<file path="config.mk">
export PLATFORM = sky130hd
export DESIGN_NAME = cmg_div
export DESIGN_NICKNAME = d
export VERILOG_FILES = /design/src/rtl/cmg_div.sv
export SDC_FILE = /design/constraint.sdc
export NUM_CORES = 2
export LEC_CHECK = 0
export BUFFER_PORTS_ARGS = -buffer_cell sky130_fd_sc_hd__clkbuf_2
export CELL_PAD_IN_SITES_DETAIL_PLACEMENT = 0
export CELL_PAD_IN_SITES_GLOBAL_PLACEMENT = 1
export CORE_MARGIN = 2
export CORE_UTILIZATION = 48
export CTS_CLUSTER_SIZE = 10
export DETAILED_ROUTE_END_ITERATION = 10
export GPL_ROUTABILITY_DRIVEN = 1
export HOLD_SLACK_MARGIN = 0.02
export PLACE_DENSITY = 0.84
export SLEW_MARGIN = 20
export SYNTH_ARGS = -nofsm -noshare
export SYNTH_HDL_FRONTEND = slang
export SYNTH_SLANG_ARGS = --single-unit
</file>
<file path="constraint.sdc">
create_clock -name clk -period 5.11 [get_ports clk]
set_input_delay 0.511 -clock clk [delete_from_list [all_inputs] [get_ports clk]]
set_output_delay 0.511 -clock clk [all_outputs]
set_load 0.02 [all_outputs]
</file>
<file path="src/rtl/cmg_div.sv">
// ----------------------------------------------------------------------------
// Cylinder mesh restoring divider
// Pipelined quotient of a left-aligned numerator by the slice count, one
// quotient bit per stage, rounded to nearest by a half-divisor bias.
// ----------------------------------------------------------------------------
`default_nettype none
module cmg_div #(
    parameter int SW = 11
) (
    input  wire logic          clk,
    input  wire logic          rst_n,
    input  wire logic          in_vld,
    input  wire logic [9:0]    in_step,
    input  wire logic [SW-1:0] in_div,
    output logic               out_vld,
    output logic [9:0]         out_step,
    output logic [31:0]        out_phase,
    output logic [16:0]        out_u
);
    // Numerator is (step << 32) + div/2; 32 quotient bits are needed.
    localparam int NB = 32;
    localparam int RW = SW + 1;

    logic [NB:0]   vld_reg;
    logic [9:0]    step_reg [NB+1];
    logic [SW-1:0] div_reg  [NB+1];
    logic [RW-1:0] rem_reg  [NB+1];
    logic [31:0]   num_reg  [NB+1];
    logic [31:0]   q_reg    [NB+1];

    // Stage 0 loads the biased numerator.
    always_ff @(posedge clk or negedge rst_n)
    begin
        if (!rst_n)
        begin
            vld_reg <= '0;
        end
        else
        begin
            vld_reg <= {vld_reg[NB-1:0], in_vld};
        end
    end

    // The step itself is the upper part of the numerator and starts out as
    // the remainder. A full turn leaves remainder zero after its quotient
    // bit of weight 2^32, which is dropped modulo 2^32.
    always_ff @(posedge clk)
    begin
        step_reg[0] <= in_step;
        div_reg[0]  <= in_div;
        num_reg[0]  <= 32'(in_div >> 1);
        rem_reg[0]  <= (32'(in_step) >= 32'(in_div)) ? '0 : RW'(in_step);
        q_reg[0]    <= '0;
    end

    // Each stage shifts in one numerator bit and tries one subtract.
    for (genvar g = 0; g < NB; g++)
    begin : g_stage
        logic [RW-1:0] rem_next;
        logic [RW:0]   trial;
        logic [RW-1:0] shifted;
        always_comb
        begin
            shifted = {rem_reg[g][RW-2:0], num_reg[g][31]};
            trial   = {1'b0, shifted} - {2'b0, div_reg[g]};
            rem_next = trial[RW] ? shifted : trial[RW-1:0];
        end
        always_ff @(posedge clk)
        begin
            step_reg[g+1] <= step_reg[g];
            div_reg[g+1]  <= div_reg[g];
            num_reg[g+1]  <= {num_reg[g][30:0], 1'b0};
            rem_reg[g+1]  <= rem_next;
            q_reg[g+1]    <= {q_reg[g][30:0], ~trial[RW]};
        end
    end

    // The full turn wraps the phase to zero, but its texture u is one, so
    // the dropped quotient bit is restored for u.
    logic full_turn;
    assign full_turn = (32'(step_reg[NB]) == 32'(div_reg[NB]));

    assign out_vld   = vld_reg[NB];
    assign out_step  = step_reg[NB];
    assign out_phase = q_reg[NB];
    assign out_u     = 17'({full_turn, q_reg[NB][31:16]}) + 17'(q_reg[NB][15]);
endmodule
`default_nettype wire

</file>
==> flow_results.org <==
** Power and ir drop
- The internal power of the cells totals between 20 and 30 mW.
- In this run the power spent charging and discharging nets is 13.79 mW.
- Combinational logic burns about a third of the power.
- Portion of total power attributed to the clock network :: between 20 and 30%
- Power consumption :: 43.40 mW
- For this design the static power due to leakage is roughly 27 nW.
- Of the total power, the share spent switching nets is 31.78%.
- Power density relative to cell area :: 712.8 nW/um^2
- Seq pwr share :: roughly two fifths
- VDD sags by at most between 0.3 and 0.4 mV.

** Cells and area
- For this run, the share of the core covered by cells in the final layout is a little over half.
- Sequential standard cell area :: 32300 sq um
- Fraction of final layout cells sized beyond drive strength 1 :: around an eighth
- In the final layout, the multi-input gates occupy 19310 sq um.
- After filler insertion, the fill cell instance count of the layout stands at just over 9k.
- Max reg flops :: around 530
- Area Overhead vs Synth :: 13.37%
- Final layout net count :: about 5.2k
- Antenna cells :: 0

** STA
- Max-slew violation total from the final report :: 0
- Fin. Hold Viols :: 0
- Highest Clock Rate :: around 280 MHz
- Setup ws final :: roughly 1.6 ns
- Worst hold slack :: ~0.31 ns
- Final Critical Period :: ~3.5 ns
- Between clock sinks in the finished design, the worst skew comes to ~0.026 ns.
- Transition time of the tightest slew-check pin :: about 1.0 ns
- Post-route clock period utilization :: between 60% and 70%
- Summed over all failing endpoints, the final setup total negative slack is 0 ns.
- Worst slew margin relative to its limit :: slightly below 30%
- Final setup violation count :: 0
- Setup repair after global routing left no endpoint under its margin.

** Floorplanning
- The floorplan has ~120 rows.
- Area of the core :: 110800 sq um
- The initial utilization of the core area, before any placement, comes to between 40% and 50%.
- Measured along the x axis, the die boundary spans between 300 and 400 um.
- The die covers ~110000 sq um.
- Die Span Y :: around 340 um
- 84 I/O pins were placed.

** Routing
- Detailed-router iteration count before antenna repair :: 5
- The count of nets left with antenna violations once routing finished came out at 0.
- The first routing iteration left 1646 violations.
- The final layout contains routed wiring with a total length of roughly 95000 um.
- Met2 wirelength from detailed routing :: about 45000 um
- Routed length per instance :: around 15 um
- The routed design uses between 3000 and 4000 um of met3 wire.
- In the routed layout, each cell is associated on average with a via count of approximately 4.9.
- The detailed router placed approximately 31k vias in this run.
- After detailed routing, the number of remaining DRC violations is 0.
- Met1 WL :: 43730 um
- Top routing layer in use :: met4

** Synth
- Synthesis inferred roughly 1.6k register bits.
- The number of nets handed over by synthesis was 5037.
- Among all flip-flop cells after synthesis, the most frequent one is sky130_fd_sc_hd__dfxtp_1.
- Synthesis produced a netlist whose cell count is 4641.
- Number of library cell types mapped by synthesis :: 53
- In this run, synthesis inferred 0 flip-flops with an integrated enable.
- Count of warnings emitted by yosys :: 0
- Fraction of the yosys area taken by sequential cells :: around three fifths
- After synthesis the cells add up to between 50000 and 60000 sq um.
- In this run the mean area of a mapped cell was about 12 sq um.
- Share of flip-flops with an asynchronous set or reset after synthesis :: roughly 2%

** Clocking
- Clock tree from TritonCTS :: built
- CTS clk-pin slew, worst paths :: about 0.050 ns
- Post-CTS timing repair inserted 0 buffers for setup.
- Level count of the clock H-tree :: 4
- Clk Latency, worst-skew pair :: 0.76 ns
- The tree is rooted in a sky130_fd_sc_hd__clkbuf_16.
- TritonCTS Buffers :: 181
- Post-CTS Hold Fix Bufs :: 23
- For this design, the sink count on the clock tree is ~1.6k.
- Bufs on Longest Clock Path :: 3
- Once the clock tree was built, the resizer swapped 0 gates to a different size.

** GRT
- Entering global routing, the biggest net connects 34 pins.
- Number of antenna violations at the first check in global routing :: 1
- Global routing finished with a remaining overflow of 0.
- The first global-routing pass estimated 157500 um of wire.
- Global router's overall resource usage :: 16.62%
- The via count of the first global-routing pass came to roughly 32k.

** Place
- Worst-case setup slack after placement :: about 2.2 ns
- Port bufs :: 83
- Routability-driven placement congestion ratio :: around 0.9
- After legalization and detailed placement, the total HPWL measured between 60000 and 70000 um.

** Worst hold path
- Hold path startpoint :: q_reg[1][108]
- Counting instances, the worst hold path has a depth of 0.
- The worst hold path terminates at q_reg[1][141].
- The min-delay analysis places its worst path in the category reg -> reg.

** Worst setup path
- Crit path arrival time :: just over 3 ns
- For the worst setup path, the data required time is approximately 4.6 ns.
- In this run the worst path has a maximum fanout of 6.
- Sort of element at the start of the critical path :: flop
- Critical Path Max Stage Delay :: just over 0.4 ns
- In this run the critical register-to-register path is captured at rem_reg[0][307].
- Walking the worst path, the cells encountered are ha_1, ha_1, and3_1, nand4_1, xor2_1, clkbuf_2.
- Among all stages on the critical path, the largest delay is contributed by sky130_fd_sc_hd__ha_1.
- The number of buffers and inverters on the critical path is 1.
- R2R setup slack :: roughly 2.4 ns
- In this run the critical register-to-register path is launched from div_reg[24][8].
- Among cell families on the critical path, the largest total delay comes from adder cells.
- CP endpoint kind :: output port
- Most used cell, CP :: sky130_fd_sc_hd__ha_1
- The setup path with the least slack is of type reg -> out.
- Counting cells, the worst reg-to-reg path comes to 8.

** Flow run
- Max-cap viol count :: 0

** Status
- The run finished with clean final reports.
synthesized netlist by cell type (3+ instances only):
library cell	n	area share [%]
sky130_fd_sc_hd__xnor2_1	165	2.7
sky130_fd_sc_hd__o211ai_1	63	0.88
sky130_fd_sc_hd__nand2b_2	9	0.15
sky130_fd_sc_hd__xor2_1	99	1.6
sky130_fd_sc_hd__dfxtp_1	1572	59
sky130_fd_sc_hd__ha_1	341	7.9
sky130_fd_sc_hd__a21bo_2	30	0.56
sky130_fd_sc_hd__a21boi_0	10	0.14
sky130_fd_sc_hd__nor2_1	182	1.3
sky130_fd_sc_hd__nand2_1	164	1.1
sky130_fd_sc_hd__mux2_2	226	4.7
sky130_fd_sc_hd__fa_1	31	1.2
sky130_fd_sc_hd__nor3_1	52	0.48
sky130_fd_sc_hd__o21ba_2	20	0.37
sky130_fd_sc_hd__dfrtp_1	33	1.5
sky130_fd_sc_hd__a221oi_1	31	0.51
sky130_fd_sc_hd__o21bai_1	32	0.45
sky130_fd_sc_hd__and4b_1	9	0.17
sky130_fd_sc_hd__a211oi_1	44	0.62
sky130_fd_sc_hd__and3_1	4	0.047
sky130_fd_sc_hd__and2_1	41	0.48
sky130_fd_sc_hd__mux2_4	7	0.20
sky130_fd_sc_hd__inv_1	454	3.2
sky130_fd_sc_hd__nand2b_1	129	1.5
sky130_fd_sc_hd__o22ai_1	59	0.69
sky130_fd_sc_hd__o2111ai_1	18	0.29
sky130_fd_sc_hd__nand4_1	24	0.28
sky130_fd_sc_hd__a21oi_1	296	2.8
sky130_fd_sc_hd__buf_2	40	0.37
sky130_fd_sc_hd__o21ai_0	143	1.3
sky130_fd_sc_hd__nand3_1	72	0.67
sky130_fd_sc_hd__nand4b_1	22	0.36
sky130_fd_sc_hd__clkbuf_1	34	0.24
sky130_fd_sc_hd__a21o_1	116	1.6
sky130_fd_sc_hd__and4_1	10	0.16
sky130_fd_sc_hd__o31ai_1	3	0.042
sky130_fd_sc_hd__o21ai_1	20	0.19
sky130_fd_sc_hd__o211a_1	10	0.19
sky130_fd_sc_hd__buf_4	9	0.13
power groups by stage:
stage | clock network [mW] | registers (mW) | logic, mW
finish | 11.1 | 17.9 | 14.3
global route | 12.0 | 18.3 | 16.0
CTS | 11.5 | 18.0 | 14.3
detailed placement | 0 | 18.2 | 14.1
global placement | 0 | 18.2 | 14.1
floorplan | 0 | 17.6 | 11.5
cells in the final DEF, fill, tap and decap left out, types with 30 or more instances in the layout:
cell and instances:
sky130_fd_sc_hd__a211oi_1 44, sky130_fd_sc_hd__a21bo_2 30, sky130_fd_sc_hd__a21o_1 116, sky130_fd_sc_hd__a21oi_1 296
sky130_fd_sc_hd__a221oi_1 31, sky130_fd_sc_hd__and2_1 41, sky130_fd_sc_hd__clkbuf_16 182, sky130_fd_sc_hd__clkbuf_2 84
sky130_fd_sc_hd__dfrtp_1 33, sky130_fd_sc_hd__dfxtp_1 1572, sky130_fd_sc_hd__fa_1 31, sky130_fd_sc_hd__ha_1 341
sky130_fd_sc_hd__inv_1 454, sky130_fd_sc_hd__mux2_2 226, sky130_fd_sc_hd__nand2_1 164, sky130_fd_sc_hd__nand2b_1 129
sky130_fd_sc_hd__nand3_1 72, sky130_fd_sc_hd__nor2_1 182, sky130_fd_sc_hd__nor3_1 52, sky130_fd_sc_hd__o211ai_1 63
sky130_fd_sc_hd__o21ai_0 143, sky130_fd_sc_hd__o21bai_1 32, sky130_fd_sc_hd__o22ai_1 59, sky130_fd_sc_hd__xnor2_1 165
sky130_fd_sc_hd__xor2_1 99
kinds of logic after synthesis:
| family | synth area share (%) |
|---|---|
| compound gates | 10.84 |
| xor+xnor | 4.305 |
| fa+ha+maj | 9.099 |
| buf+inv | 3.937 |
| flops | 60.13 |
| mux | 4.934 |
| simple gates | 6.751 |
routing by layer:
metal / up-vias / track usage, %
met2: 593 / 27.83
met5: - / 0
met4: 0 / 6.954
met1: 14560 / 21.15
li1: 16030 / -
met3: 226 / 2.967
metrics by stage:
stage / cells / cell area [sq um]
after floorplan: 4641 / 53710
after global placement: 6128 / 55580
after detailed placement: 6128 / 55580
after CTS: 6378 / 60870
after global routing: 6379 / 60890
final: 6379 / 60890
area by class of cell:
type                    instances  share of cell area (%)
flip-flops and latches       1605                   53.04
multi-input cells            2497                   31.72
clock buffers                 211                   7.757
well taps                    1488                   3.058
inverters                     455                   2.805
repair buffers                107                   1.069
clock inverters                16                  0.5528
how the worst max path moves through the flow:
stage,start,end,slack [ns],depth (start not counted)
2_1_floorplan,div_reg[23][9],rem_reg[0][293],2.76,9
3_3_place_gp,q_reg[2][15],out_u[16],2.25,6
3_5_place_dp,q_reg[2][15],out_u[16],2.19,6
4_1_cts,q_reg[2][15],out_u[16],1.36,6
5_1_grt,q_reg[2][15],out_u[16],1.32,6
6_report,q_reg[2][15],out_u[16],1.57,6
Power figures use the tool's default switching activity.
