### src/rtl/cmg_pkg.sv
// ----------------------------------------------------------------------------
// Cylinder mesh generator package
// Shared constants, the CORDIC angle table and the cell handoff type.
// ----------------------------------------------------------------------------
`default_nettype none
package cmg_pkg;

    localparam int MAX_SLICES_DEF   = 256;
    localparam int CORDIC_STEPS_DEF = 16;
    localparam int TABLE_LEN        = 24;

    // Configuration register indexes.
    localparam logic [2:0] REG_RADIUS = 3'd0;
    localparam logic [2:0] REG_HEIGHT = 3'd1;
    localparam logic [2:0] REG_SLICES = 3'd2;
    localparam logic [2:0] REG_CAPPED = 3'd3;
    localparam logic [2:0] REG_COLOR  = 3'd4;

    localparam logic [31:0] CORDIC_X0 = 32'h26DD3B6A;

    // Arctangent of 2^-k in turns scaled by 2^32.
    function automatic logic [31:0] atan_turn(input logic [4:0] k);
        logic [31:0] r;
        begin
            case (k)
                5'd0:  r = 32'h20000000;
                5'd1:  r = 32'h12E4051E;
                5'd2:  r = 32'h09FB385B;
                5'd3:  r = 32'h051111D4;
                5'd4:  r = 32'h028B0D43;
                5'd5:  r = 32'h0145D7E1;
                5'd6:  r = 32'h00A2F61E;
                5'd7:  r = 32'h00517C55;
                5'd8:  r = 32'h0028BE53;
                5'd9:  r = 32'h00145F2F;
                5'd10: r = 32'h000A2F98;
                5'd11: r = 32'h000517CC;
                5'd12: r = 32'h00028BE6;
                5'd13: r = 32'h000145F3;
                5'd14: r = 32'h0000A2FA;
                5'd15: r = 32'h0000517D;
                5'd16: r = 32'h000028BE;
                5'd17: r = 32'h0000145F;
                5'd18: r = 32'h00000A30;
                5'd19: r = 32'h00000518;
                5'd20: r = 32'h0000028C;
                5'd21: r = 32'h00000146;
                5'd22: r = 32'h000000A3;
                5'd23: r = 32'h00000051;
                default: r = 32'h0;
            endcase
            return r;
        end
    endfunction

    // Data handed from one CORDIC cell to the next.
    typedef struct packed {
        logic        vld;
        logic [9:0]  step;
        logic [1:0]  quad;
        logic [16:0] tex_u;
        logic signed [33:0] x;
        logic signed [33:0] y;
        logic signed [33:0] z;
    } cell_t;

endpackage
`default_nettype wire

### src/rtl/cmg_cell.sv
// ----------------------------------------------------------------------------
// Cylinder mesh CORDIC cell
// One rotation-mode CORDIC iteration with a fixed shift, registered.
// ----------------------------------------------------------------------------
`default_nettype none
module cmg_cell #(
    parameter int K = 0
) (
    input  wire logic           clk,
    input  wire logic           rst_n,
    input  wire cmg_pkg::cell_t din,
    output cmg_pkg::cell_t      dout
);
    cmg_pkg::cell_t c_next;
    cmg_pkg::cell_t data_reg;
    logic           vld_reg;
    logic signed [33:0] ang;

    // Rotate toward zero residual angle.
    always_comb
    begin
        ang    = 34'(cmg_pkg::atan_turn(5'(K)));
        c_next = din;
        if (!din.z[33])
        begin
            c_next.x = din.x - (din.y >>> K);
            c_next.y = din.y + (din.x >>> K);
            c_next.z = din.z - ang;
        end
        else
        begin
            c_next.x = din.x + (din.y >>> K);
            c_next.y = din.y - (din.x >>> K);
            c_next.z = din.z + ang;
        end
    end

    always_ff @(posedge clk or negedge rst_n)
    begin
        if (!rst_n)
        begin
            vld_reg <= 1'b0;
        end
        else
        begin
            vld_reg <= din.vld;
        end
    end

    always_ff @(posedge clk)
    begin
        data_reg <= c_next;
    end

    // Only the valid bit is reset.
    always_comb
    begin
        dout     = data_reg;
        dout.vld = vld_reg;
    end
endmodule
`default_nettype wire

### config.mk
export PLATFORM = sky130hd
export DESIGN_NAME = cmg_cell
export DESIGN_NICKNAME = d
export VERILOG_FILES = /design/src/rtl/cmg_pkg.sv /design/src/rtl/cmg_cell.sv
export SDC_FILE = /design/constraint.sdc
export NUM_CORES = 1
export LEC_CHECK = 0
export BUFFER_PORTS_ARGS = -buffer_cell sky130_fd_sc_hd__buf_4
export CAP_MARGIN = 30
export CORE_MARGIN = 1
export CORE_UTILIZATION = 45
export CTS_CLUSTER_DIAMETER = 150
export CTS_CLUSTER_SIZE = 24
export DETAILED_ROUTE_END_ITERATION = 8
export HOLD_SLACK_MARGIN = 0.06
export PLACE_DENSITY = 0.75
export SLEW_MARGIN = 10
export SYNTH_ARGS = -nofsm -noshare
export SYNTH_HDL_FRONTEND = slang
export SYNTH_SLANG_ARGS = --single-unit
### constraint.sdc
create_clock -name clk -period 0.85 [get_ports clk]
set_clock_uncertainty 0.2 [all_clocks]
set_input_delay 0.085 -clock clk [delete_from_list [all_inputs] [get_ports clk]]
set_output_delay 0.085 -clock clk [all_outputs]
set_load 0.01 [all_outputs]
==> results.sh, run 1 <==
export IMPL_postPlaceCellArea_mm2=0.0144
export IMPL_avgSynthCellArea_um2=8.18
export IMPL_start_util_pct=46.2
export IMPL_die_w_um=141
export IMPL_synth_main_ff_cell="dfxtp_1"
export IMPL_syn_nets=1305
export IMPL_clockBufferDepth=2
export IMPL_ys_top_cells_by_area="dfxtp_1 (30%), ha_1 (15%), a21oi_1 (7.4%)"
export IMPL_yosys_warnings=0
export IMPL_synthArstFlopShare_pct=0.763
export IMPL_io_buffers=265
export IMPL_grt_usage_pct=98.8
export IMPL_cts_sinks=131
export IMPL_yosysTopAreaCell="dfxtp_1"
export IMPL_lastStage="global routing"
export IMPL_dp_cells=1924
export IMPL_die_y_um=141
export IMPL_worstEpCategory="sequential cell input"
export IMPL_grt_overflow=1928
export IMPL_synth_edf_count=0
export IMPL_yosys_area_top_type_share_pct=29.9
export IMPL_syn_cell_area_mm2=0.00871
export IMPL_io_pins=266
export IMPL_ys_seq_elements=131
export IMPL_synth_cell_types=79
export IMPL_grt_max_degree=36
export IMPL_clockRootBuffer="clkbuf_16"
export IMPL_syn_inst=1065
export IMPL_error_line="[ERROR GRT-0232] Routing congestion too high. Check the congestion heatmap in the GUI."
export IMPL_rows=50
export IMPL_h_tree_depth=4
export IMPL_synth_seq_area_share_pct=30.2
export IMPL_worstEndpointGrtRepair="dout[61]$_DFF_P_/D"
export IMPL_status="stopped before the end"
export IMPL_cts_made_buffers=17
export IMPL_place_gp_congestion=0.987
export IMPL_dp_hpwl_mm=28.3
[routing by layer]
metal / overflow / GRT usage [%]
met5: 0 / 19.0
met4: 358 / 116
met3: 13 / 68.1
met2: 1544 / 139
met1: 13 / 86.4
[cell usage after synthesis (7+ instances only)]
| master | number |
|---|---|
| ha_1 | 102 |
| mux2i_1 | 14 |
| o211ai_1 | 7 |
| nand2_1 | 49 |
| o31ai_1 | 7 |
| xnor2_1 | 56 |
| nand3_1 | 16 |
| inv_1 | 105 |
| a211oi_1 | 10 |
| buf_2 | 11 |
| nand4_1 | 13 |
| nand2b_1 | 11 |
| clkbuf_1 | 28 |
| dfxtp_1 | 130 |
| o21a_1 | 10 |
| a21o_1 | 16 |
| a21oi_1 | 128 |
| xor2_1 | 10 |
| buf_1 | 8 |
| nor3_1 | 21 |
| nor2b_1 | 10 |
| nor2_1 | 86 |
| o21ai_0 | 69 |
| o21bai_1 | 25 |
[kinds of logic after synthesis]
kind of cell	count (synthesis)	share of synthesized area [%]
adders and majority gates	106	15.6
muxes	14	1.61
and+or+nand+nor	249	13.9
AOI/OAI and AO/OA	339	24.9
buffers and inverters	160	7.18
xor gates and xnor gates	66	6.64
DFF	131	30.2
[what timing repair did]
action	CTS
setup buffers	43
hold buffers	62
endpoints found under the setup margin	202
pin swaps	126
gates resized for setup	409
hold endpoints to repair	91
[metrics by stage]
step / setup slack (ps) / TNS (ps) / hold WS (ps)
after floorplan: -1620 / -81550 / -411
after global placement: -2110 / -115720 / -339
after detailed placement: -2190 / -117900 / -339
after CTS: -1520 / -118620 / -248
==> run 2, diff against run 1 <==
--- a/config.mk
+++ b/config.mk
@@ -8,12 +8,9 @@
 export BUFFER_PORTS_ARGS = -buffer_cell sky130_fd_sc_hd__buf_4
 export CAP_MARGIN = 30
 export CORE_MARGIN = 1
-export CORE_UTILIZATION = 45
-export CTS_CLUSTER_DIAMETER = 150
-export CTS_CLUSTER_SIZE = 24
+export CORE_UTILIZATION = 30
 export DETAILED_ROUTE_END_ITERATION = 8
-export HOLD_SLACK_MARGIN = 0.06
-export PLACE_DENSITY = 0.75
+export PLACE_DENSITY_LB_ADDON = 0.15
 export SLEW_MARGIN = 10
 export SYNTH_ARGS = -nofsm -noshare
 export SYNTH_HDL_FRONTEND = slang
==> run 2 against run 1 <==
The flow now finishes, with violations (negative hold slack, negative setup slack). Synthesized cell count did not move. Area after synthesis is the same.
==> results.sh, run 2 <==
export IMPL_die_w_um=172
export IMPL_finalNetCount=2028
export IMPL_drt_iter0_drc=472
export IMPL_cts_sinks=131
export IMPL_p_total_mw=27.7
export IMPL_ys_top_cells_by_area="dfxtp_1 (30%), ha_1 (15%), a21oi_1 (7.4%)"
export IMPL_largest_reg_flops=130
export IMPL_dieArea_mm2=0.0297
export IMPL_syn_to_final_growth_pct=109
export IMPL_ys_seq_elements=131
export IMPL_h_tree_depth=4
export IMPL_route_vias_total=10500
export IMPL_yosys_area_top_type_share_pct=29.9
export IMPL_finalWorstSetupSlack_ps=-1480
export IMPL_yosysTopAreaCell="dfxtp_1"
export IMPL_route_detailed_drc=0
export IMPL_grt_max_degree=44
export IMPL_antenna_found_initial=0
export IMPL_worst_pin_slew_ps=538
export IMPL_max_freq_ghz=0.428
export IMPL_fp_coreArea_mm2=0.0286
export IMPL_syn_inst=1065
export IMPL_cp_start_kind="primary input"
export IMPL_grt_usage_pct=24.7
export IMPL_final_cell_mix="buf_4 (467), buf_6 (205), dfxtp_2 (128)"
export IMPL_cp_required_ps=980
export IMPL_p_per_area_mw_per_mm2=1520
export IMPL_cts_made_buffers=17
export IMPL_synthArstFlopShare_pct=0.763
export IMPL_synth_seq_area_share_pct=30.2
export IMPL_dp_hpwl_mm=27.8
export IMPL_layout_drive_gt1_share_pct=61.2
export IMPL_crit_arrival_ps=2460
export IMPL_critPathKind="primary input to register"
export IMPL_grt_pass1_vias=10600
export IMPL_die_y_um=172
export IMPL_grt_overflow=0
export IMPL_fin_hold_ws_ps=-277
export IMPL_worstPathCellList="buf_8, inv_4, ha_4, buf_12, or4_4, nor3_4, buf_4, a21oi_4, a311oi_4, o21ai_2, a211oi_2, mux2i_1, nor3_1"
export IMPL_hold_violations=18
export IMPL_yosys_warnings=0
export IMPL_violations="negative hold slack, negative setup slack"
export IMPL_clkTransAtPathRegs_ps=60
export IMPL_endpoint_kind="register"
export IMPL_setup_tns_ps=-118070
export IMPL_rsz0062_at_grt="true"
export IMPL_p_leak_nw=8.38
export IMPL_routed_wl_mm=37.6
export IMPL_maxCapViolations=0
export IMPL_clockRootBuffer="clkbuf_16"
export IMPL_status="finished, violations left"
export IMPL_hold_path_class="primary input to register"
export IMPL_synth_cell_types=79
export IMPL_via_per_inst=4.79
export IMPL_ir_drop_mv=1.61
export IMPL_syn_nets=1305
export IMPL_synth_most_common_cell="dfxtp_1"
export IMPL_drt_pass1_iterations=5
export IMPL_synth_main_ff_cell="dfxtp_1"
export IMPL_critPathTopFamily="compound AO/OA/AOI/OAI gates"
export IMPL_antenna_cells=0
export IMPL_clockBufferDepth=2
export IMPL_place_gp_congestion=0.945
export IMPL_crit_slowest_cell="or4_4"
export IMPL_layout_commonest_cell="buf_4"
export IMPL_drtAntennaViolNets=0
export IMPL_synth_edf_count=0
export IMPL_period_needed_ps=2330
export IMPL_path_max_fanout=4
export IMPL_maxSlewViolCount=0
export IMPL_fin_crit_sh_pct=275
export IMPL_cts_tree="built"
export IMPL_syn_cell_area_mm2=0.00871
export IMPL_io_pins=266
export IMPL_avgSynthCellArea_um2=8.18
export IMPL_relSlewSlack_pct=63.7
export IMPL_grt_pass1_wl_mm=55.6
export IMPL_start_util_pct=30.4
export IMPL_setup_viol=200
export IMPL_crit_buf_inv=4
export IMPL_synth_top_cells_by_count="dfxtp_1 (130), a21oi_1 (128), inv_1 (105)"
export IMPL_slowest_delay_ps=450
export IMPL_io_buffers=265
export IMPL_routedWlPerCell_um=17.2
export IMPL_nFillCells=2310
export IMPL_rows=62
-- run 2: cell counts after synthesis --
No cell type changed its count.
-- run 2: cell families (layout without fill, tap and decap cells) --
kind of cell,after synthesis,after routing,share of synthesized area (%)
muxes,14,14,1.61
and+or+nand+nor,249,249,13.9
AOI/OAI and AO/OA,339,339,24.9
xor gates and xnor gates,66,66,6.64
adders and majority gates,106,106,15.6
buffers and inverters,160,896,7.18
DFF,131,131,30.2
-- run 2: final cells by class --
cell class                 count  area [µm²]  share of cell area [%]
clock inverter                14         130                   0.714
multi-input combinational    774        7070                    38.8
timing repair buffer         754        6790                    37.2
sequential                   131        2790                    15.3
clock buffer                  18         429                    2.35
tap                          384         480                    2.64
inverter                     110         536                    2.94
-- run 2: per-layer routing --
metal	wire, µm	part of all wire [%]	GRT usage (%)	up-vias
met5	0	0	0	-
li1	-	-	-	5144
met3	2200	5.8	4.90	41
met4	660	1.8	6.69	0
met2	18800	50	44.0	342
met1	15900	42	29.8	4932
-- run 2: worst paths after layout --
path	start	slack, ps	end	cells past startpoint
max in group asynchronous	rst_n	350	vld_reg	3
max	din[46]	-1480	dout[100]	13
min	din[32]	-280	dout[33]	3
min in group asynchronous	rst_n	-10	vld_reg	3
-- run 2: metrics by stage --
stage | util [%] | cells | setup slack [ps] | instance area, µm² | hold WS (ps)
6_report | 63.7 | 2185 | -1480 | 18200 | -277
5_1_grt | 63.7 | 2185 | -1580 | 18200 | -294
4_1_cts | 61.3 | 2167 | -1490 | 17600 | -288
3_5_place_dp | 50.0 | 2020 | -2220 | 14300 | -338
3_3_place_gp | 50.0 | 2020 | -2120 | 14300 | -339
2_1_floorplan | - | 1065 | -1620 | 9440 | -411
-- run 2: timing repair --
action	in CTS	in global routing
buffers inserted	57	30
gates resized for setup	444	163
setup endpoints to repair	202	202
endpoints found under the hold margin	85	16
pin swaps	138	106
hold buffers	62	1
cloned	1	0
-- run 2: power by group --
group	leakage, nW	switching (mW)	internal (mW)
registers	1.11	0.556	7.31
logic	7.00	5.63	6.95
clock network	0.265	3.16	4.05
Power figures use the tool's default switching activity.
